### src/ckb_pkg.sv
// ----------------------------------------------------------------------------
// ckb_pkg: shared types and constants for the color-key sprite blitter
// Command and result codes, transfer payloads, register map, store request.
// ----------------------------------------------------------------------------
package ckb_pkg;

  localparam int DEF_MAX_WIDTH  = 64;
  localparam int DEF_MAX_HEIGHT = 64;

  // store address / row product width (covers 64 x 256 entries)
  localparam int SADDR_W = 14;
  localparam int CFG_AW  = 5;
  localparam int CFG_DW  = 32;
  // signed offset width for move arithmetic
  localparam int OFS_W   = 18;

  typedef enum logic [1:0] {
    CMD_LOAD = 2'd0,
    CMD_DRAW = 2'd1,
    CMD_MOVE = 2'd2,
    CMD_READ = 2'd3
  } cmd_t;

  typedef enum logic [1:0] {
    KIND_ACK   = 2'd0,
    KIND_WRITE = 2'd1,
    KIND_READ  = 2'd2
  } kind_t;

  typedef enum logic [2:0] {
    REG_WIDTH  = 3'd0,
    REG_HEIGHT = 3'd1,
    REG_KEY    = 3'd2,
    REG_SHADOW = 3'd3,
    REG_CLEAR  = 3'd4
  } reg_idx_t;

  typedef struct packed {
    cmd_t               cmd;
    logic [5:0]         src_row;
    logic [5:0]         src_col;
    logic [15:0]        pixel_value;
    logic signed [15:0] from_x;
    logic signed [15:0] from_y;
    logic signed [15:0] to_x;
    logic signed [15:0] to_y;
    logic               shadow_mode;
  } in_item_t;

  typedef struct packed {
    kind_t              kind;
    logic signed [15:0] screen_x;
    logic signed [15:0] screen_y;
    logic [15:0]        color;
    logic               last;
  } out_item_t;

  typedef struct packed {
    logic [6:0]  w_eff;
    logic [6:0]  h_eff;
    logic [15:0] key_color;
    logic [15:0] shadow_color;
    logic [15:0] clear_color;
  } cfg_t;

  typedef struct packed {
    logic               we;
    logic [SADDR_W-1:0] waddr;
    logic [15:0]        wdata;
    logic               re;
    logic [SADDR_W-1:0] raddr_a;
    logic [SADDR_W-1:0] raddr_b;
  } mem_req_t;

endpackage

### src/ckb_cfg.sv
// ----------------------------------------------------------------------------
// ckb_cfg: configuration register file
// APB-style slave holding sprite size and colors; size clamped to maximum.
// ----------------------------------------------------------------------------
module ckb_cfg #(
  parameter int MAX_WIDTH  = ckb_pkg::DEF_MAX_WIDTH,
  parameter int MAX_HEIGHT = ckb_pkg::DEF_MAX_HEIGHT
) (
  input  logic                       clk,
  input  logic                       rst_n,
  input  logic                       psel,
  input  logic                       penable,
  input  logic                       pwrite,
  input  logic [ckb_pkg::CFG_AW-1:0] paddr,
  input  logic [ckb_pkg::CFG_DW-1:0] pwdata,
  output logic [ckb_pkg::CFG_DW-1:0] prdata,
  output logic                       pready,
  output ckb_pkg::cfg_t              cfg
);
  import ckb_pkg::*;

  logic [6:0]  width_r;
  logic [6:0]  height_r;
  logic [15:0] key_r;
  logic [15:0] shadow_r;
  logic [15:0] clear_r;
  reg_idx_t    idx;
  logic        wr_en;

  assign idx    = reg_idx_t'(paddr[4:2]);
  assign wr_en  = psel & penable & pwrite;
  assign pready = 1'b1;

  always_ff @(posedge clk) begin
    if (!rst_n) begin
      width_r  <= '0;
      height_r <= '0;
      key_r    <= '0;
      shadow_r <= '0;
      clear_r  <= '0;
    end else if (wr_en) begin
      unique case (idx)
        REG_WIDTH:  width_r  <= pwdata[6:0];
        REG_HEIGHT: height_r <= pwdata[6:0];
        REG_KEY:    key_r    <= pwdata[15:0];
        REG_SHADOW: shadow_r <= pwdata[15:0];
        REG_CLEAR:  clear_r  <= pwdata[15:0];
        default: ;
      endcase
    end
  end

  always_comb begin
    unique case (idx)
      REG_WIDTH:  prdata = {25'd0, width_r};
      REG_HEIGHT: prdata = {25'd0, height_r};
      REG_KEY:    prdata = {16'd0, key_r};
      REG_SHADOW: prdata = {16'd0, shadow_r};
      REG_CLEAR:  prdata = {16'd0, clear_r};
      default:    prdata = '0;
    endcase
  end

  assign cfg.w_eff = (width_r > 7'(MAX_WIDTH)) ? 7'(MAX_WIDTH) : width_r;
  assign cfg.h_eff = ({2'b00, height_r} > 9'(MAX_HEIGHT)) ? 7'(MAX_HEIGHT) : height_r;
  assign cfg.key_color    = key_r;
  assign cfg.shadow_color = shadow_r;
  assign cfg.clear_color  = clear_r;

endmodule

### config.mk
export PLATFORM = sky130hd
export DESIGN_NAME = ckb_cfg
export DESIGN_NICKNAME = d
export VERILOG_FILES = /design/src/ckb_pkg.sv /design/src/ckb_cfg.sv
export SDC_FILE = /design/constraint.sdc
export NUM_CORES = 1
export LEC_CHECK = 0
export CAP_MARGIN = 20
export CORE_MARGIN = 4
export CORE_UTILIZATION = 50
export CTS_BUF_LIST = sky130_fd_sc_hd__clkbuf_8
export DETAILED_ROUTE_END_ITERATION = 10
export DONT_BUFFER_PORTS = 1
export HOLD_SLACK_MARGIN = 0.03
export PLACE_DENSITY = 0.68
export SLEW_MARGIN = 25
export SYNTH_ARGS = -nofsm -noshare
export SYNTH_HDL_FRONTEND = slang
export SYNTH_SLANG_ARGS = --single-unit
### constraint.sdc
create_clock -name clk -period 1.4 [get_ports clk]
set_input_delay 0.14 -clock clk [delete_from_list [all_inputs] [get_ports clk]]
set_output_delay 0.14 -clock clk [all_outputs]
set_load 0.05 [all_outputs]
# Yosys cells after proc, flatten, opt, wreduce, memory -nomap -nowiden
# Cells that the tools add are included.
# word_totals
reg_bits,62
input_bits,42
out_inout_bits,95
elab_cells,22
# classes
n_lt_le_gt_ge,2
n_eq_ne,4
mux,3
bitwise,2
reduce_logical,6
# ops
cell,n
16-bit one-hot mux with 5 select lines,1
7-bit > comparator (second input constant),2
7-bit two-way mux,2
2-bit AND reduction,5
3-bit by 2-bit equality test with 1-bit output (second input constant),2
3-bit by 1-bit equality test with 1-bit output (second input constant),1
3-bit equality test (second input constant),1
3-bit zero test,1
1-bit AND,2

# Logic depth before layout (Yosys ltp)
# logic_depth
depth_word,3
depth_mapped,6
depth_no_buf,3

# Worst setup path before layout
# Ideal clock, no wire load.
# synth_path
path_type,register -> output
startpoint,reg shadow_r[10]
endpoint,out prdata[10] (netlist name)
t_arrival_ns,1.870
t_required_ns,1.260
slack_ns,-0.610
stages_incl_launch_ff,3
n_path_buf,0
cell_sequence,dfxtp_1 > mux2i_1 > o21ai_0
# synth_between
elab_chain_cells,1
# synth_rtl
element,line_no,source
from (decl),ckb_cfg.sv:25,logic [15:0] shadow_r;
from (signal assigned),ckb_cfg.sv:46,REG_SHADOW: shadow_r <= pwdata[15:0];
16-bit one-hot mux with 5 select lines,ckb_cfg.sv:54,unique case (idx)
to (decl),ckb_cfg.sv:16,"output logic [ckb_pkg::CFG_DW-1:0] prdata,"
# No other way between the ends.

# Worst setup path after layout
# layout_path
startpoint,reg key_r[0]
endpoint,out prdata[0] (netlist name)
# layout_between
elab_chain_cells,1
# layout_rtl
element,line_no,source
from (decl),ckb_cfg.sv:24,logic [15:0] key_r;
from (signal assigned),ckb_cfg.sv:45,REG_KEY: key_r <= pwdata[15:0];
16-bit one-hot mux with 5 select lines,ckb_cfg.sv:54,
# No other way between the ends.

==> flow_summary.json <==
{
  "p_leak_nw": 1.73,
  "synth.area.top_cells": "dfxtp_1 (41%), mux2i_1 (24%), nand2_1 (11%), buf_4 (4.7%), a22oi_1 (3.5%)",
  "power_mw": 3.90,
  "synthFlopType": "dfxtp_1",
  "timing.final.crit_period_ns": 1.60,
  "grt_max_degree": 52,
  "tightest_slew_ns": 0.722,
  "ys_types": 22,
  "core_um2": 5890,
  "cp-start-kind": "register",
  "violations": "setup timing",
  "setup_slack_ns": -0.199,
  "max_freq_ghz": 0.626,
  "ys.warnings.count": 0,
  "ant_nets": 0,
  "insertion_delay_ns": 0.33,
  "gr-total-overflow": 0,
  "ys_top_cells_by_count": "nand2_1 (88), mux2i_1 (71), dfxtp_1 (62)",
  "drive_gt1_share_pct": 36.7,
  "reg2reg_to": "key_r[2]",
  "crit_path_top_delay_cell": "dfxtp_2",
  "tritoncts": "yes",
  "reg2reg_slack_ns": 0.04,
  "dpl.hpwl_mm": 5.95,
  "place_congestion": 0.750,
  "powerDensity_nw_per_um2": 848,
  "setup.worst_path.start": "key_r[0]",
  "fp.dieH_um": 85.6,
  "grt_pass1_vias": 2827,
  "diodes": 0,
  "cp_max_fo": 2,
  "viasPerCell": 5.28,
  "crit_type": "register to output pin",
  "drv_slew": 0,
  "crit-reg2reg-launch": "key_r[2]",
  "num_vias": 2672,
  "synth_most_common_cell": "nand2_1",
  "fin_util_pct": 78.1,
  "cts_root_buf": "clkbuf_8",
  "clkSinkCount": 62,
  "clk_pin_slew_worst_paths_ns": 0.07,
  "drt_pass1_iterations": 6,
  "grt_setup_unrepaired": "yes",
  "cts_buffer_depth": 2,
  "antenna_found_initial": 0,
  "synth_seq_area_share_pct": 41.2,
  "wl_per_cell_um": 17.7,
  "cpPeakStageDelay_ns": 0.33,
  "synthCells": 325,
  "grt_pass1_wl_mm": 14.4,
  "yosysTopAreaCell": "dfxtp_1",
  "hold_path.class": "input pin to register",
  "yosysTopAreaCellShare_pct": 41.2,
  "critPathRequiredTime_ns": 1.26,
  "postSynthAreaPerCell_um2": 9.27,
  "synth_seq_cells": 62,
  "cp_cell_sequence": "mux2_4 -> a22oi_2 -> o22ai_4 -> buf_12",
  "fin_hold_ws_ns": 0.0829,
  "synth_area_um2": 3010,
  "design.die.area_um2": 7330,
  "finalNetCount": 468,
  "arrival_ns": 1.46,
  "synth_edf_count": 0,
  "finalWirelength_mm": 8.96,
  "ff2ff_path_depth": 4,
  "rows": 28,
  "ios": 137,
  "area_delta_synth_final_pct": 52.6,
  "finalClockSkew_ns": 0,
  "setup_violations": 7,
  "cts_made_buffers": 9,
  "report.final.hold_viol_count": 0,
  "max_cap_violations": 0,
  "worst_setup_path_end_kind": "output pin",
  "drc_errors": 0,
  "async_reset_ff_share_pct": 0,
  "grt_usage_pct": 25.2,
  "die_x_um": 85.6,
  "post_cts_buffers": 0,
  "peakVddDrop_mv": 0.813,
  "critical_path.endpoint": "prdata[0]",
  "post-route-period-util_pct": 114,
  "start_util_pct": 51.2,
  "numPortBuffers": 0,
  "htreeDepth": 3,
  "outcome": "finished with violations",
  "relSlewSlack_pct": 51.7,
  "drt-initial-drc-count": 134
}
[power by group]
part	internal [mW]	switching [mW]	leakage [nW]
Combinational	0.105	0.272	1.10
Sequential	1.78	0.00864	0.508
Clock	1.03	0.705	0.119
Total	2.91	0.986	1.73
[through the flow]
step	instances	setup slack, ns	area (µm²)	TNS [ns]
after global routing	506	-0.228	4600	-1.29
after floorplan	340	0.00235	3290	0
final	506	-0.199	4600	-0.975
after global placement	460	0.0953	3960	0
after CTS	505	-0.181	4540	-0.985
after detailed placement	460	0.0632	3960	0
[worst min-delay path by stage]
stage	from	end	slack [ns]	cells after the start
finish	pwdata[6]	key_r[6]	0.08	2
global route	pwdata[4]	key_r[4]	0.1	2
CTS	rst_n	shadow_r[9]	0.03	2
detailed placement	rst_n	shadow_r[4]	0.29	2
global placement	rst_n	shadow_r[2]	0.29	2
floorplan	pwdata[10]	key_r[10]	0.33	2
[cell type report]
| type | count | area, µm² |
|---|---|---|
| Fill cell | 389 | 1290 |
| Timing Repair Buffer | 117 | 1210 |
| Tap cell | 75 | 93.8 |
| Sequential cell | 62 | 1260 |
| Multi-Input combinational cell | 236 | 1810 |
| Clock inverter | 6 | 77.6 |
| Clock buffer | 10 | 138 |
[worst max-delay path, delay by kind of cell, from the launching register on]
| kind | cells | cell delay (ns) |
|---|---|---|
| muxes | 1 | 0.27 |
| DFF | 1 | 0.33 |
| AOI/OAI and AO/OA | 2 | 0.35 |
| buffers and inverters | 1 | 0.16 |
[sequential cells by signal, indices dropped and copies added, names as in the netlist]
signal,flops
clear_r,16
key_r,16
shadow_r,16
height_r,7
width_r,7
[cells in the final DEF (no fill, tap or decap), types with 2 or more instances in the layout]
| cell type | Yosys | final |
|---|---|---|
| clkbuf_8 | 0 | 10 |
| nor2b_1 | 14 | 11 |
| buf_12 | 2 | 17 |
| dfxtp_2 | 0 | 17 |
| mux2_2 | 7 | 2 |
| dlygate4sd3_1 | 0 | 29 |
| o22ai_4 | 0 | 7 |
| nand2_1 | 88 | 88 |
| dfxtp_1 | 62 | 45 |
| buf_4 | 19 | 59 |
| a22oi_2 | 0 | 7 |
| clkinv_2 | 0 | 2 |
| mux2_4 | 0 | 5 |
| inv_1 | 0 | 2 |
| buf_6 | 2 | 11 |
| nor2b_2 | 0 | 3 |
| bufinv_16 | 0 | 2 |
| mux2i_1 | 71 | 71 |
| a22oi_1 | 14 | 7 |
| o21ai_4 | 0 | 9 |
| conb_1 | 2 | 17 |
[routing by layer]
layer / up-vias / global-route usage, % / share of wire, %
met1: 1282 / 29.8 / 41
li1: 1270 / - / -
met3: 17 / 6.34 / 7.1
met2: 103 / 43.6 / 49
met4: 0 / 10.2 / 2.4
met5: - / 0 / 0
[timing repair]
| item | 4_1_cts | 5_1_grt |
|---|---|---|
| setup endpoints to repair | 8 | 20 |
| hold buffers | 29 | 1 |
| hold endpoints to repair | 62 | 1 |
| gates resized for setup | 17 | 14 |
[kinds of logic after synthesis]
group / count (synthesis) / synth area share (%)
AND/OR/NAND/NOR: 111 / 16.5
multiplexers: 78 / 26.2
AO/OA/AOI/OAI: 30 / 6.44
other: 2 / 0.249
flip-flops: 62 / 41.2
buffers and inverters: 42 / 9.35
No activity file was read; power rests on OpenSTA's default activity.
