--- src/ckb_pkg.sv ---
// ----------------------------------------------------------------------------
// ckb_pkg: shared types and constants for the color-key sprite blitter
// Command and result codes, transfer payloads, register map, store request.
// ----------------------------------------------------------------------------
package ckb_pkg;

  localparam int DEF_MAX_WIDTH  = 64;
  localparam int DEF_MAX_HEIGHT = 64;

  // store address / row product width (covers 64 x 256 entries)
  localparam int SADDR_W = 14;
  localparam int CFG_AW  = 5;
  localparam int CFG_DW  = 32;
  // signed offset width for move arithmetic
  localparam int OFS_W   = 18;

  typedef enum logic [1:0] {
    CMD_LOAD = 2'd0,
    CMD_DRAW = 2'd1,
    CMD_MOVE = 2'd2,
    CMD_READ = 2'd3
  } cmd_t;

  typedef enum logic [1:0] {
    KIND_ACK   = 2'd0,
    KIND_WRITE = 2'd1,
    KIND_READ  = 2'd2
  } kind_t;

  typedef enum logic [2:0] {
    REG_WIDTH  = 3'd0,
    REG_HEIGHT = 3'd1,
    REG_KEY    = 3'd2,
    REG_SHADOW = 3'd3,
    REG_CLEAR  = 3'd4
  } reg_idx_t;

  typedef struct packed {
    cmd_t               cmd;
    logic [5:0]         src_row;
    logic [5:0]         src_col;
    logic [15:0]        pixel_value;
    logic signed [15:0] from_x;
    logic signed [15:0] from_y;
    logic signed [15:0] to_x;
    logic signed [15:0] to_y;
    logic               shadow_mode;
  } in_item_t;

  typedef struct packed {
    kind_t              kind;
    logic signed [15:0] screen_x;
    logic signed [15:0] screen_y;
    logic [15:0]        color;
    logic               last;
  } out_item_t;

  typedef struct packed {
    logic [6:0]  w_eff;
    logic [6:0]  h_eff;
    logic [15:0] key_color;
    logic [15:0] shadow_color;
    logic [15:0] clear_color;
  } cfg_t;

  typedef struct packed {
    logic               we;
    logic [SADDR_W-1:0] waddr;
    logic [15:0]        wdata;
    logic               re;
    logic [SADDR_W-1:0] raddr_a;
    logic [SADDR_W-1:0] raddr_b;
  } mem_req_t;

endpackage

--- src/ckb_engine.sv ---
// ----------------------------------------------------------------------------
// ckb_engine: command sequencer
// Shared row multiplier, store clearing sweep, column scan with a one-deep
// read stage, a pending-write holder for the last flag, and the output register.
// ----------------------------------------------------------------------------
module ckb_engine #(
  parameter int DEPTH = ckb_pkg::DEF_MAX_WIDTH * ckb_pkg::DEF_MAX_HEIGHT
) (
  input  logic               clk,
  input  logic               rst_n,
  input  logic               in_valid,
  output logic               in_stall,
  input  ckb_pkg::in_item_t  in_data,
  output logic               out_valid,
  input  logic               out_stall,
  output ckb_pkg::out_item_t out_data,
  input  ckb_pkg::cfg_t      cfg,
  output ckb_pkg::mem_req_t  mem_req,
  input  logic [15:0]        rdata_a,
  input  logic [15:0]        rdata_b
);
  import ckb_pkg::*;

  typedef enum logic [2:0] {
    S_CLEAR, S_IDLE, S_MUL_ROW, S_MUL_AUX, S_ACCESS, S_RDATA, S_SCAN, S_FINISH
  } state_t;

  localparam out_item_t ACK_ITEM = '{kind: KIND_ACK, screen_x: '0, screen_y: '0,
                                     color: '0, last: 1'b1};

  state_t             state_r, state_nxt;
  in_item_t           cmd_r, cmd_nxt;
  logic [OFS_W-1:0]   nr_r, nr_nxt;
  logic [OFS_W-1:0]   nc_r, nc_nxt;
  logic [15:0]        x_r, x_nxt;
  logic [15:0]        y_r, y_nxt;
  logic [SADDR_W-1:0] row_base_r, row_base_nxt;
  logic [SADDR_W-1:0] nrow_base_r, nrow_base_nxt;
  logic [SADDR_W-1:0] total_r, total_nxt;
  logic               nr_ok_r, nr_ok_nxt;
  logic               rd_ok_r, rd_ok_nxt;
  logic [6:0]         col_r, col_nxt;
  logic               s1_v_r, s1_v_nxt;
  logic [15:0]        s1_x_r, s1_x_nxt;
  logic               s1_newok_r, s1_newok_nxt;
  logic               pend_v_r, pend_v_nxt;
  out_item_t          pend_r, pend_nxt;
  logic               out_valid_r, out_valid_nxt;
  out_item_t          out_data_r, out_data_nxt;
  logic [SADDR_W-1:0] clr_r, clr_nxt;

  logic [6:0]         mul_a;
  logic [SADDR_W-1:0] prod;
  logic [SADDR_W-1:0] acc_addr;
  logic               acc_ok;
  logic               out_free;
  logic               col_lt;
  logic               nc_ok;
  logic               is_move;
  logic [15:0]        nv;
  logic               emit;
  logic [15:0]        emit_color;
  logic               s1_fire;
  logic               iss;
  logic               push;
  out_item_t          push_data;

  // shared multiplier: row base, new-row base, store extent
  always_comb begin
    unique case (state_r)
      S_MUL_ROW: mul_a = {1'b0, cmd_r.src_row};
      S_MUL_AUX: mul_a = (cmd_r.cmd == CMD_MOVE) ? nr_r[6:0] : cfg.h_eff;
      default:   mul_a = '0;
    endcase
  end
  assign prod = {7'd0, mul_a} * {7'd0, cfg.w_eff};

  assign acc_addr = row_base_r + SADDR_W'(cmd_r.src_col);
  assign acc_ok   = acc_addr < total_r;
  assign out_free = !out_valid_r || !out_stall;
  assign col_lt   = col_r < cfg.w_eff;
  assign nc_ok    = !nc_r[OFS_W-1] && (nc_r < OFS_W'(cfg.w_eff));
  assign is_move  = (cmd_r.cmd == CMD_MOVE);

  assign nv   = s1_newok_r ? rdata_b : cfg.key_color;
  assign emit = (rdata_a != cfg.key_color) && (!is_move || nv == cfg.key_color);
  assign emit_color = is_move ? cfg.clear_color :
                      (cmd_r.shadow_mode ? cfg.shadow_color : rdata_a);

  assign s1_fire = s1_v_r && (!emit || !pend_v_r || out_free);
  assign iss     = (state_r == S_SCAN) && col_lt && (!s1_v_r || s1_fire);

  assign in_stall = (state_r != S_IDLE);

  always_comb begin
    state_nxt     = state_r;
    cmd_nxt       = cmd_r;
    nr_nxt        = nr_r;
    nc_nxt        = nc_r;
    x_nxt         = x_r;
    y_nxt         = y_r;
    row_base_nxt  = row_base_r;
    nrow_base_nxt = nrow_base_r;
    total_nxt     = total_r;
    nr_ok_nxt     = nr_ok_r;
    rd_ok_nxt     = rd_ok_r;
    col_nxt       = col_r;
    s1_v_nxt      = s1_v_r;
    s1_x_nxt      = s1_x_r;
    s1_newok_nxt  = s1_newok_r;
    pend_v_nxt    = pend_v_r;
    pend_nxt      = pend_r;
    clr_nxt       = clr_r;
    push          = 1'b0;
    push_data     = ACK_ITEM;

    mem_req.we      = 1'b0;
    mem_req.waddr   = acc_addr;
    mem_req.wdata   = cmd_r.pixel_value;
    mem_req.re      = 1'b0;
    mem_req.raddr_a = acc_addr;
    mem_req.raddr_b = nrow_base_r + SADDR_W'(nc_r[6:0]);

    unique case (state_r)
      S_CLEAR: begin
        mem_req.we    = 1'b1;
        mem_req.waddr = clr_r;
        mem_req.wdata = '0;
        clr_nxt       = clr_r + 1'b1;
        if (clr_r == SADDR_W'(DEPTH - 1)) begin
          state_nxt = S_IDLE;
        end
      end

      S_IDLE: begin
        if (in_valid) begin
          cmd_nxt   = in_data;
          nr_nxt    = {12'd0, in_data.src_row}
                      - {{2{in_data.to_y[15]}}, in_data.to_y}
                      + {{2{in_data.from_y[15]}}, in_data.from_y};
          nc_nxt    = {{2{in_data.from_x[15]}}, in_data.from_x}
                      - {{2{in_data.to_x[15]}}, in_data.to_x};
          x_nxt     = in_data.from_x;
          y_nxt     = in_data.from_y + {10'd0, in_data.src_row};
          state_nxt = S_MUL_ROW;
        end
      end

      S_MUL_ROW: begin
        row_base_nxt = prod;
        state_nxt    = S_MUL_AUX;
      end

      S_MUL_AUX: begin
        col_nxt = '0;
        case (cmd_r.cmd) inside
          CMD_LOAD, CMD_READ: begin
            total_nxt = prod;
            state_nxt = S_ACCESS;
          end
          default: begin
            nrow_base_nxt = prod;
            nr_ok_nxt     = !nr_r[OFS_W-1] && (nr_r < OFS_W'(cfg.h_eff));
            state_nxt     = ({1'b0, cmd_r.src_row} >= cfg.h_eff) ? S_FINISH : S_SCAN;
          end
        endcase
      end

      S_ACCESS: begin
        if (cmd_r.cmd == CMD_READ) begin
          mem_req.re = 1'b1;
          rd_ok_nxt  = acc_ok;
          state_nxt  = S_RDATA;
        end else if (out_free) begin
          mem_req.we = acc_ok;
          push       = 1'b1;
          state_nxt  = S_IDLE;
        end
      end

      S_RDATA: begin
        if (out_free) begin
          push            = 1'b1;
          push_data.kind  = KIND_READ;
          push_data.color = rd_ok_r ? rdata_a : 16'd0;
          state_nxt       = S_IDLE;
        end
      end

      S_SCAN: begin
        mem_req.re      = iss;
        mem_req.raddr_a = row_base_r + SADDR_W'(col_r);
        if (iss) begin
          col_nxt      = col_r + 1'b1;
          nc_nxt       = nc_r + 1'b1;
          x_nxt        = x_r + 1'b1;
          s1_x_nxt     = x_r;
          s1_newok_nxt = nc_ok && nr_ok_r && is_move;
        end
        if (s1_fire && emit) begin
          push       = pend_v_r;
          push_data  = pend_r;
          pend_v_nxt = 1'b1;
          pend_nxt   = '{kind: KIND_WRITE, screen_x: s1_x_r, screen_y: y_r,
                         color: emit_color, last: 1'b0};
        end
        s1_v_nxt = iss ? 1'b1 : (s1_fire ? 1'b0 : s1_v_r);
        if (!col_lt && !s1_v_r) begin
          state_nxt = S_FINISH;
        end
      end

      S_FINISH: begin
        if (out_free) begin
          push = 1'b1;
          if (pend_v_r) begin
            push_data      = pend_r;
            push_data.last = 1'b1;
          end
          pend_v_nxt = 1'b0;
          state_nxt  = S_IDLE;
        end
      end

      default: state_nxt = S_IDLE;
    endcase

    out_valid_nxt = push ? 1'b1 : (out_valid_r && out_stall);
    out_data_nxt  = push ? push_data : out_data_r;
  end

  always_ff @(posedge clk) begin
    cmd_r       <= cmd_nxt;
    nr_r        <= nr_nxt;
    nc_r        <= nc_nxt;
    x_r         <= x_nxt;
    y_r         <= y_nxt;
    row_base_r  <= row_base_nxt;
    nrow_base_r <= nrow_base_nxt;
    total_r     <= total_nxt;
    nr_ok_r     <= nr_ok_nxt;
    rd_ok_r     <= rd_ok_nxt;
    col_r       <= col_nxt;
    s1_x_r      <= s1_x_nxt;
    s1_newok_r  <= s1_newok_nxt;
    pend_r      <= pend_nxt;
    out_data_r  <= out_data_nxt;
    if (!rst_n) begin
      state_r     <= S_CLEAR;
      clr_r       <= '0;
      s1_v_r      <= 1'b0;
      pend_v_r    <= 1'b0;
      out_valid_r <= 1'b0;
    end else begin
      state_r     <= state_nxt;
      clr_r       <= clr_nxt;
      s1_v_r      <= s1_v_nxt;
      pend_v_r    <= pend_v_nxt;
      out_valid_r <= out_valid_nxt;
    end
  end

  assign out_valid = out_valid_r;
  assign out_data  = out_data_r;

endmodule

--- config.mk ---
export PLATFORM = sky130hd
export DESIGN_NAME = ckb_engine
export DESIGN_NICKNAME = d
export VERILOG_FILES = /design/src/ckb_pkg.sv /design/src/ckb_engine.sv
export SDC_FILE = /design/constraint.sdc
export NUM_CORES = 1
export LEC_CHECK = 0
export ABC_AREA = 1
export BUFFER_PORTS_ARGS = -buffer_cell sky130_fd_sc_hd__buf_2
export CAP_MARGIN = 5
export CORE_UTILIZATION = 30
export DETAILED_ROUTE_END_ITERATION = 7
export GPL_TIMING_DRIVEN = 0
export PLACE_DENSITY = 0.57
export SLEW_MARGIN = 20
export SYNTH_ARGS = -nofsm -noshare
export SYNTH_HDL_FRONTEND = slang
export SYNTH_SLANG_ARGS = --single-unit
--- constraint.sdc ---
create_clock -name clk -period 6.49 [get_ports clk]
set_input_delay 0.3245 -clock clk [delete_from_list [all_inputs] [get_ports clk]]
set_output_delay 0.3245 -clock clk [all_outputs]
set_load 0.02 [all_outputs]
# --- Word level (Yosys, flattened, before mapping) ---
# Cells that the tools add are included.
totals:
  elab_cells: 159
  regBits: 286
  output_inout_bits: 113
classes:
  eq_ne: 19
  multipliers: 1
  addsub: 11
  order_cmp: 5
  bitwise: 1
  reduce_logical: 44
  muxes: 48
op_table:
  columns: ["operator", "n"]
  rows:
  - ["2-to-1 mux 16 bit", 7]
  - ["2-to-1 mux 50 bit", 2]
  - ["one-hot mux 32 bit (2 select lines)", 1]
  - ["2-to-1 mux 51 bit", 1]
  - ["one-hot mux 16 bit (3 select lines)", 1]
  - ["< comparator 18 x 7 -> 1 bit", 2]
  - ["2-to-1 mux 18 bit", 2]
  - ["one-hot mux 18 bit (2 select lines)", 1]
  - ["one-hot mux 16 bit (2 select lines)", 1]
  - ["2-to-1 mux 30 bit", 1]
  - ["adder 14 x 7 -> 14 bit", 2]
  - ["one-hot mux 7 bit (2 select lines)", 2]
  - ["one-hot mux 3 bit (7 select lines)", 1]
  - ["adder 17 x 16 -> 18 bit", 1]
  - ["adder 18 x 1 -> 18 bit (second input constant)", 1]
  - ["subtractor 16 x 16 -> 17 bit", 1]
  - ["subtractor 7 x 16 -> 17 bit", 1]
  - ["adder 16 x 1 -> 16 bit (second input constant)", 1]
  - ["adder 16 x 6 -> 16 bit", 1]
  - ["equality test 16 bit", 1]
  - ["inequality test 16 bit", 1]
  - ["AND reduction 2 bit", 8]
  - ["2-to-1 mux 3 bit", 5]
  - ["adder 14 x 1 -> 14 bit (second input constant)", 1]
  - ["30 further kinds", 83]

# --- Logic depth before layout (Yosys ltp) ---
# Gate-level depths: netlist of run 1.
logic_depth:
  ltp_word: 12
  depth_mapped: 24
  depth_no_buf: 23

# --- Worst setup path before layout of run 1 ---
# OpenSTA, ideal clock, no wires.
synth_path:
  path_kind: "reg-to-reg"
  start: "register state_r[2]"
  end: "register nrow_base_r[11], data pin"
  stages_incl_launch_ff: 22
  n_path_buf: 1
  path_slack_ns: 1.253
  arrival_ns: 4.968
  setup_time_ns: 0.269
  cell_sequence: "dfxtp_1 > buf_4 > inv_1 > nand2_1 > nor2_1 > inv_2 > o21ai_2 > nand2_1 > fa_1 > fa_1 > inv_1 > fa_1 > inv_1 > fa_1 > inv_1 > ha_1 > a21oi_1 > o21ai_0 > a21oi_1 > nor2_1 > nor2_1 > xnor2_1"
synth_between:
  elab_chain_cells: 3
  elab_cells_between_ends: 4
  cone_classes: "mul: 1; eq/ne: 2; mux: 1"
synth_lines:
  columns: ["item", "line_no", "source"]
  rows:
  - ["start, declared", "ckb_engine.sv:31", "state_t state_r, state_nxt;"]
  - ["start signal, assigned", "ckb_engine.sv:255", "state_r <= state_nxt;"]
  - ["equality test 3 x 2 -> 1 bit", "ckb_engine.sv:70", "unique case (state_r)"]
  - ["one-hot mux 7 bit (2 select lines) *", "ckb_engine.sv:70", null]
  - ["multiplier 7 x 7 -> 14 bit *", "ckb_engine.sv:76", "assign prod = {7'd0, mul_a} * {7'd0, cfg.w_eff};"]
  - ["named net prod[11]", "ckb_engine.sv:53", "logic [SADDR_W-1:0] prod;"]
  - ["end signal, assigned", "ckb_engine.sv:239", "nrow_base_r <= nrow_base_nxt;"]
  - ["end, declared", "ckb_engine.sv:38", "logic [SADDR_W-1:0] nrow_base_r, nrow_base_nxt;"]
# The timed path passes the listed nets; every way through them passes the cells marked *.
# A chain may end at the register's enable or synchronous reset.

# --- Final worst setup path of run 1 ---
layout_path:
  start: "register cmd_r[94] (netlist bit)"
  end: "register row_base_r[10], data pin"
layout_between:
  elab_chain_cells: 4
layout_lines:
  columns: ["item", "line_no", "source"]
  rows:
  - ["start, declared", "ckb_engine.sv:32", "in_item_t cmd_r, cmd_nxt;"]
  - ["start signal, assigned", "ckb_engine.sv:233", "cmd_r <= cmd_nxt;"]
  - ["equality test 2 bit", "ckb_engine.sv:72", "S_MUL_AUX: mul_a = (cmd_r.cmd == CMD_MOVE) ? nr_r[6:0] : cfg.h_eff;"]
  - ["2-to-1 mux 7 bit", "ckb_engine.sv:72", null]
  - ["one-hot mux 7 bit (2 select lines)", "ckb_engine.sv:70", null]
  - ["multiplier 7 x 7 -> 14 bit", "ckb_engine.sv:76", null]
  - ["named net prod[10]", "ckb_engine.sv:53", null]
  - ["end signal, assigned", "ckb_engine.sv:238", "row_base_r <= row_base_nxt;"]
  - ["end, declared", "ckb_engine.sv:37", "logic [SADDR_W-1:0] row_base_r, row_base_nxt;"]
# The timed path passes the listed nets, and every way through them passes these cells.

==> metrics.log, run 1 <==
[metrics] run status: finished, final reports clean
[metrics] Crit. End Element: flop
[metrics] sum of net half-perimeters after detailed placement: 43.7 mm
[metrics] number of instances in the placed design: 3121
[metrics] non-filler instance count after layout: 3224
[metrics] Max-cap violations: 0
[metrics] number of rows created at floorplan: 90
[metrics] share of synthesized area occupied by flip-flops and latches: 0.457
[metrics] Final Cycle Share: 0.906
[metrics] minimum setup slack among reg-to-reg paths: 0.61 ns
[metrics] layout cell share with drive strength beyond 1: 0.186
[metrics] critical path fanouts, max: 10
[metrics] synthesized instance count: 2021
[metrics] Final min period: 5.88 ns
[metrics] critical path startpoint category: flop
[metrics] routability congestion estimate from global placement: 0.922
[metrics] TritonCTS clock tree: yes
[metrics] Required @ worst endpoint: 6.80 ns
[metrics] area of all placed cells without fillers: 22700 µm²
[metrics] Final setup viols: 0
[metrics] final design utilization: 0.376
[metrics] top achievable clock speed: 0.170 GHz
[metrics] final total power: 5310 µW
[metrics] most frequent standard cell in the layout excluding fill and tap cells: nand2_1
[metrics] number of warnings issued by yosys: 0
[metrics] clock root buffer master: clkbuf_16
[metrics] WL/cell: 16.8 µm
[metrics] post-placement cell area: 21100 µm²
[metrics] I/O pin cnt: 306
[metrics] FF-to-FF path depth: 23
[metrics] number of clock buffers inserted by TritonCTS: 37
[metrics] number of antenna violations at the first check in global routing: 12
[metrics] Hold Path Depth: 2
[metrics] unrepaired setup endpoints after global routing: no
[metrics] max-slew violation count: 0
[metrics] slew at the pin closest to its max-slew limit: 0.815 ns
[metrics] final setup skew: 0.0307 ns
[metrics] Netlist Area Pre-Place: 18400 µm²
[metrics] count of input and output buffers: 305
[metrics] Chip Width: 249 µm
[metrics] layer carrying the most global-route usage: met2
[metrics] die area: 62200 µm²
[metrics] count of nets after finishing: 2782
[metrics] global-route wire length before repair: 83.8 mm
[metrics] Antenna Violating Nets Remaining: 0
[metrics] synthesized flop and latch total: 286
[metrics] CTS clk-pin slew, worst paths: 0.06 ns
[metrics] met3 capacity usage during global routing: 0.0338
[metrics] DIE HEIGHT: 249 µm
[metrics] combined global-route utilization of all metal layers: 0.174
[metrics] via/cell ratio: 4.66
[metrics] met1 GRT Util: 0.219
[metrics] Max rail drop VDD: 0.153 mV
[metrics] arrival time of the worst setup path: 6.19 ns
[metrics] number of vias after detailed routing: 15.0k
[metrics] maximum number of pins on one net before global-route repair: 33
[metrics] remaining max-slew budget at the tightest pin: 0.457
[metrics] total negative slack: 0 ns
[metrics] aggregate global routing overflow: 0
[metrics] deepest level of the CTS H-tree: 2
[metrics] placeable core region: 60400 µm²
[metrics] class of the most critical hold timing path: primary input to flop
[metrics] total power density per cell area: 234 nW/µm²
[metrics] router iterations before antenna repair: 5
[metrics] commonest cells after routing, fill and taps aside: 435 x nand2_1, 343 x inv_1, 309 x buf_2, 266 x edfxtp_1, 154 x nor2_1
[metrics] clock latency of the later-clocked register in the worst-skew pair: 0.56 ns
[metrics] Area Growth Syn to Fin: 23.5%
[metrics] Max clock buf depth: 3
[metrics] Starting Density: 0.304
[metrics] DRC viols: 0
[metrics] net count after synthesis: 2394
[metrics] global routing met2 resource utilization: 0.296
[metrics] post-synth cell types: 53
[metrics] via count of the first global-routing pass: 15.2k
[metrics] critical path start-end classification: flop to flop
[metrics] final routed wirelength across all metal layers: 54.0 mm
[metrics] final hold viol count: 0
[metrics] Avg Synthesized Cell Area: 9.09 µm²
[metrics] clock tree sinks: 286
[metrics] initial detailed-routing violation count: 855
[metrics] leakage component of the power: 0.0106 µW
## report_power, final
| part | switching (µW) | total (µW) | leakage (µW) | internal [µW] |
|---|---|---|---|---|
| clock network | 831 | 2120 | 0.000612 | 1290 |
| logic | 676 | 1050 | 0.00734 | 376 |
| registers | 42.1 | 2140 | 0.00261 | 2100 |
| total | 1550 | 5310 | 0.0106 | 3760 |
## cell usage after synthesis (all sizes together)
master / instances / area share
ha: 145 / 0.099
xor2: 64 / 0.031
a21oi: 101 / 0.028
a211oi: 2 / 0.00082
clkbuf: 16 / 0.0033
o211ai: 26 / 0.011
fa: 35 / 0.038
nand3: 70 / 0.020
nor3: 16 / 0.0052
o22ai: 3 / 0.0010
edfxtp: 266 / 0.44
nor3b: 4 / 0.0019
o21ai: 119 / 0.033
o2111ai: 1 / 0.00048
dfxtp: 20 / 0.022
nand3b: 12 / 0.0049
nor2: 196 / 0.049
nand2: 439 / 0.091
nor4: 5 / 0.0017
a31oi: 8 / 0.0027
o221ai: 1 / 0.00048
o31ai: 4 / 0.0016
inv: 349 / 0.071
or2: 5 / 0.0017
xnor2: 32 / 0.016
buf: 15 / 0.0061
a21boi: 3 / 0.0012
o21a: 20 / 0.0082
and2: 2 / 0.00068
nand4: 28 / 0.0099
o21bai: 4 / 0.0018
a21o: 9 / 0.0037
a22oi: 1 / 0.00041
## worst paths after layout
kind / from / end
setup reg to reg: cmd_r[94] / row_base_r[10]
hold reg to reg: y_r[2] / pend_r[19]
hold / removal: cfg[0] / pend_r[1]
setup / recovery: cmd_r[94] / row_base_r[10]
## layout make-up
| cell class | count | area, µm² |
|---|---|---|
| fillers | 6091 | 37700 |
| multi-input cells | 1355 | 8520 |
| flip-flops and latches | 286 | 8390 |
| repair buffers | 349 | 2030 |
| inverters | 349 | 1310 |
| clock buffers | 45 | 1020 |
| well taps | 782 | 978 |
| clock inverters | 20 | 241 |
| plain buffers | 31 | 171 |
| diodes | 7 | 17.5 |
## worst max-delay path, cell delays in order (launching register included)
cell and delay (ns):
edfxtp_1 0.40, ha_1 0.31, inv_1 0.21, clkbuf_1 0.61
nand2_1 0.11, o211ai_1 0.13, nand2_1 0.14, inv_1 0.19
nor2_1 0.09, fa_1 0.47, ha_1 0.29, inv_1 0.05
fa_1 0.51, fa_1 0.55, inv_1 0.04, ha_1 0.35
a21oi_1 0.21, nand2_1 0.11, nand2_1 0.07, nand2_1 0.05
a21oi_1 0.21, nor2_1 0.07, nor2_1 0.13, xor2_1 0.33
## metrics by stage
stage | setup WS (ns) | hold slack [ns]
CTS | 0.549 | 0.00510
global route | 0.218 | 0.0245
detailed placement | 0.614 | 0.405
finish | 0.610 | 0.0386
global placement | 0.0401 | 0.403
floorplan | 1.25 | 0.400
## state kept, by name, indices dropped and copies added (netlist names), 7 cells and up
signal / count
clr_r: 14
cmd_r: 31
col_r: 7
nc_r: 18
nr_r: 18
nrow_base_r: 14
out_data: 51
pend_r: 48
row_base_r: 14
s1_x_r: 16
total_r: 14
x_r: 16
y_r: 16
## cells by family after synthesis
family          Yosys count  share of synthesized area
buf+inv                 380                     0.0808
fa+ha+maj               180                      0.137
simple gates            777                      0.186
xor+xnor                 96                     0.0462
compound gates          302                     0.0935
flops                   286                      0.457
## routing by layer
layer  part of all wire  wire length, µm
met5            0.00091               49
met4              0.031             1660
met3              0.060             3220
met2               0.48            25700
met1               0.43            23300
## timing repair
action / in CTS / in global routing
hold buffers: 31 / 0
endpoints found under the hold margin: 31 / 0
resized for setup: 0 / 0
setup buffers: 0 / 0
Note: power is estimated with default switching activity, not from simulation.
==> run 2, diff against run 1 <==
- PLACE_DENSITY: 0.57 -> unset
- PLACE_DENSITY_LB_ADDON: unset -> 0.15
==> run 2 against run 1 <==
Clock skew grew 0.0035 ns. Utilization is 0.073 points lower. Non-clock buffer count decreased by 2. Die area is the same. Clock power about the same. Sequential power hardly changed. Combinational power hardly changed. Critical endpoint unchanged.
==> metrics.log, run 2 (same netlist as run 1, synthesis figures left out) <==
[metrics] router iterations before antenna repair: 5 (unchanged)
[metrics] combined global-route utilization of all metal layers: 0.180 (was 0.174)
[metrics] share of power burned in registers: 0.403 (about the same)
[metrics] DRC viols: 0 (unchanged)
[metrics] leakage component of the power: 0.0105 µW (was 0.0106 µW)
[metrics] layout cell share with drive strength beyond 1: 0.185 (was 0.186)
[metrics] net switching power of the design: 1580 µW (was 1550 µW)
[metrics] switching portion of total power: 0.296 (was 0.292)
[metrics] buffer and inverter count on the worst path: 6 (was 5)
[metrics] critical path fanouts, max: 10 (unchanged)
[metrics] Worst Setup Slack, final: 0.509 ns (was 0.610 ns)
[metrics] count of input and output buffers: 305 (unchanged)
[metrics] fill cell instance count of the final layout: 6202 (was 6091)
[metrics] total power density per cell area: 235 nW/µm² (was 234 nW/µm²)
[metrics] placeable core region: 60400 µm² (unchanged)
[metrics] TritonCTS clock tree: yes (unchanged)
[metrics] Max clock buf depth: 3 (unchanged)
[metrics] WL/cell: 17.1 µm (was 16.8 µm)
[metrics] maximum number of pins on one net before global-route repair: 49 (was 33)
[metrics] portion of total power attributed to combinational logic: 0.197 (was 0.198)
[metrics] critical path start-end classification: flop to flop (unchanged)
[metrics] unrepaired setup endpoints after global routing: no (unchanged)
[metrics] number of antenna violations at the first check in global routing: 6 (was 12)
[metrics] aggregate global routing overflow: 0 (unchanged)
[metrics] global-route wire length before repair: 86.2 mm (was 83.8 mm)
[metrics] met3 capacity usage during global routing: 0.0272 (was 0.0338)
[metrics] number of vias after detailed routing: 14.7k (was 15.0k)
[metrics] Final Cycle Share: 0.922 (was 0.906)
[metrics] cts repair resizes: 0 (unchanged)
[metrics] met1 GRT Util: 0.231 (was 0.219)
[metrics] remaining max-slew budget at the tightest pin: 0.415 (was 0.457)
[metrics] slew at the pin closest to its max-slew limit: 0.878 ns (was 0.815 ns)
[metrics] clock root buffer master: clkbuf_16 (unchanged)
[metrics] DIE HEIGHT: 249 µm (unchanged)
[metrics] flip-flop count of the largest register, all copies and words added: 51 (unchanged)
[metrics] Internal Dissipation: 3750 µW (was 3760 µW)
[metrics] final routed wirelength across all metal layers: 55.3 mm (was 54.0 mm)
[metrics] I/O pin cnt: 306 (unchanged)
[metrics] Starting Density: 0.304 (unchanged)
[metrics] final setup skew: 0.0342 ns (was 0.0307 ns)
[metrics] number of clock buffers inserted by TritonCTS: 39 (was 37)
[metrics] global routing met2 resource utilization: 0.315 (was 0.296)
[metrics] number of rows created at floorplan: 90 (unchanged)
[metrics] CTS clk-pin slew, worst paths: 0.06 ns (about the same)
[metrics] initial detailed-routing violation count: 749 (was 855)
[metrics] arrival time of the worst setup path: 6.28 ns (was 6.19 ns)
[metrics] final design utilization: 0.375 (was 0.376)
[metrics] final hold viol count: 0 (unchanged)
[metrics] power share of the clock group: 0.400 (was 0.399)
[metrics] Final setup viols: 0 (unchanged)
[metrics] run status: finished, final reports clean (unchanged)
[metrics] critical path startpoint category: flop (unchanged)
[metrics] Area Growth Syn to Fin: 23.3% (was 23.5%)
[metrics] top achievable clock speed: 0.167 GHz (was 0.170 GHz)
[metrics] Largest stage delay, worst path: 0.69 ns (was 0.61 ns)
[metrics] Critical Path Slowest Stage Cell: clkbuf_1 (unchanged)
[metrics] count of nets after finishing: 2782 (unchanged)
[metrics] via count of the first global-routing pass: 15.0k (was 15.2k)
[metrics] clock latency of the later-clocked register in the worst-skew pair: 0.57 ns (was 0.56 ns)
[metrics] Required @ worst endpoint: 6.79 ns (was 6.80 ns)
[metrics] commonest cells after routing, fill and taps aside: 435 x nand2_1, 343 x inv_1, 309 x buf_2, 266 x edfxtp_1, 154 x nor2_1 (unchanged)
[metrics] die area: 62200 µm² (unchanged)
[metrics] Chip Width: 249 µm (unchanged)
[metrics] max-slew violation count: 0 (unchanged)
[metrics] worst slack after detailed placement: 0.453 ns (was 0.614 ns)
[metrics] hold wc startpoint: cfg[12] (was cfg[0])
[metrics] Max-cap violations: 0 (unchanged)
[metrics] routability congestion estimate from global placement: 0.925 (was 0.922)
[metrics] Final min period: 5.98 ns (was 5.88 ns)
[metrics] deepest level of the CTS H-tree: 2 (unchanged)
[metrics] startpoint of the worst setup timing path: cmd_r[93] (was cmd_r[94])
[metrics] Antenna Violating Nets Remaining: 0 (unchanged)
[metrics] Crit. End Element: flop (unchanged)
[metrics] via/cell ratio: 4.56 (was 4.66)
[metrics] largest delay contributor family on the critical path: adder cells (unchanged)
[metrics] Max rail drop VDD: 0.166 mV (was 0.153 mV)
[metrics] cells traversed along the worst timing path: inv_1 > ha_1 > inv_1 > clkbuf_1 > nand2_1 > o211ai_1 > nand2_1 > inv_1 > nor2_1 > fa_1 > ha_1 > inv_1 > fa_1 > fa_1 > inv_1 > ha_1 > a21oi_1 > nand2_1 > nand2_1 > nand2_1 > a21oi_1 > nor2_1 > nor2_1 > xor2_1 (was ha_1 > inv_1 > clkbuf_1 > nand2_1 > o211ai_1 > nand2_1 > inv_1 > nor2_1 > fa_1 > ha_1 > inv_1 > fa_1 > fa_1 > inv_1 > ha_1 > a21oi_1 > nand2_1 > nand2_1 > nand2_1 > a21oi_1 > nor2_1 > nor2_1 > xor2_1)
[metrics] clock tree sinks: 286 (unchanged)
[metrics] r2r startpoint: cmd_r[93] (was cmd_r[94])
[metrics] most frequent standard cell in the layout excluding fill and tap cells: nand2_1 (unchanged)
[metrics] layer carrying the most global-route usage: met2 (unchanged)
[metrics] class of the most critical hold timing path: primary input to flop (unchanged)
[metrics] sum of net half-perimeters after detailed placement: 45.3 mm (was 43.7 mm)
## run 2: repair_timing
item / CTS / global route
hold buffers: 30 / 0
endpoints found under the setup margin: 0 / 0
setup buffers: 0 / 0
hold endpoints to repair: 30 / 0
## run 2: per-layer routing
layer,part of all wire,vias up
met5,0.00063,-
met4,0.020,6
met3,0.039,69
met2,0.49,281
met1,0.45,6891
li1,-,7473
## run 2: worst paths after layout
kind | cells past startpoint | end | slack (ns)
worst max-delay path | 24 | row_base_r[10] | 0.51
worst min-delay path | 2 | pend_r[13] | 0.04
worst max register to register | 24 | row_base_r[10] | 0.51
worst min register to register | 0 | pend_r[30] | 0.39
## run 2: layout make-up
| type | instances | area [µm²] | area share |
|---|---|---|---|
| diodes | 3 | 7.51 | 0.000332 |
| well taps | 782 | 978 | 0.0432 |
| inverters | 349 | 1320 | 0.0581 |
| clock inverters | 23 | 239 | 0.0106 |
| plain buffers | 31 | 171 | 0.00757 |
| repair buffers | 347 | 1970 | 0.0870 |
| clock buffers | 49 | 1040 | 0.0462 |
| flip-flops and latches | 286 | 8390 | 0.371 |
| multi-input cells | 1355 | 8520 | 0.376 |
## run 2: through the flow
stage	area [µm²]	hold WS, ns	setup TNS, ns	power, µW	std cells
finish	22600	0.0411	0	5320	3225
global route	22600	0.0204	0	5600	3225
CTS	22600	0.00190	0	5410	3222
detailed placement	21000	0.405	0	3220	3120
global placement	20900	0.401	-0.399	3210	3108
floorplan	18400	0.400	0	2830	2021
## run 2: power by group through the flow
stage	registers, µW	clock network [µW]	logic [µW]
final	2140	2130	1050
after global routing	2150	2270	1190
after CTS	2140	2200	1070
after detailed placement	2180	0	1040
after global placement	2190	0	1020
after floorplan	2170	0	663
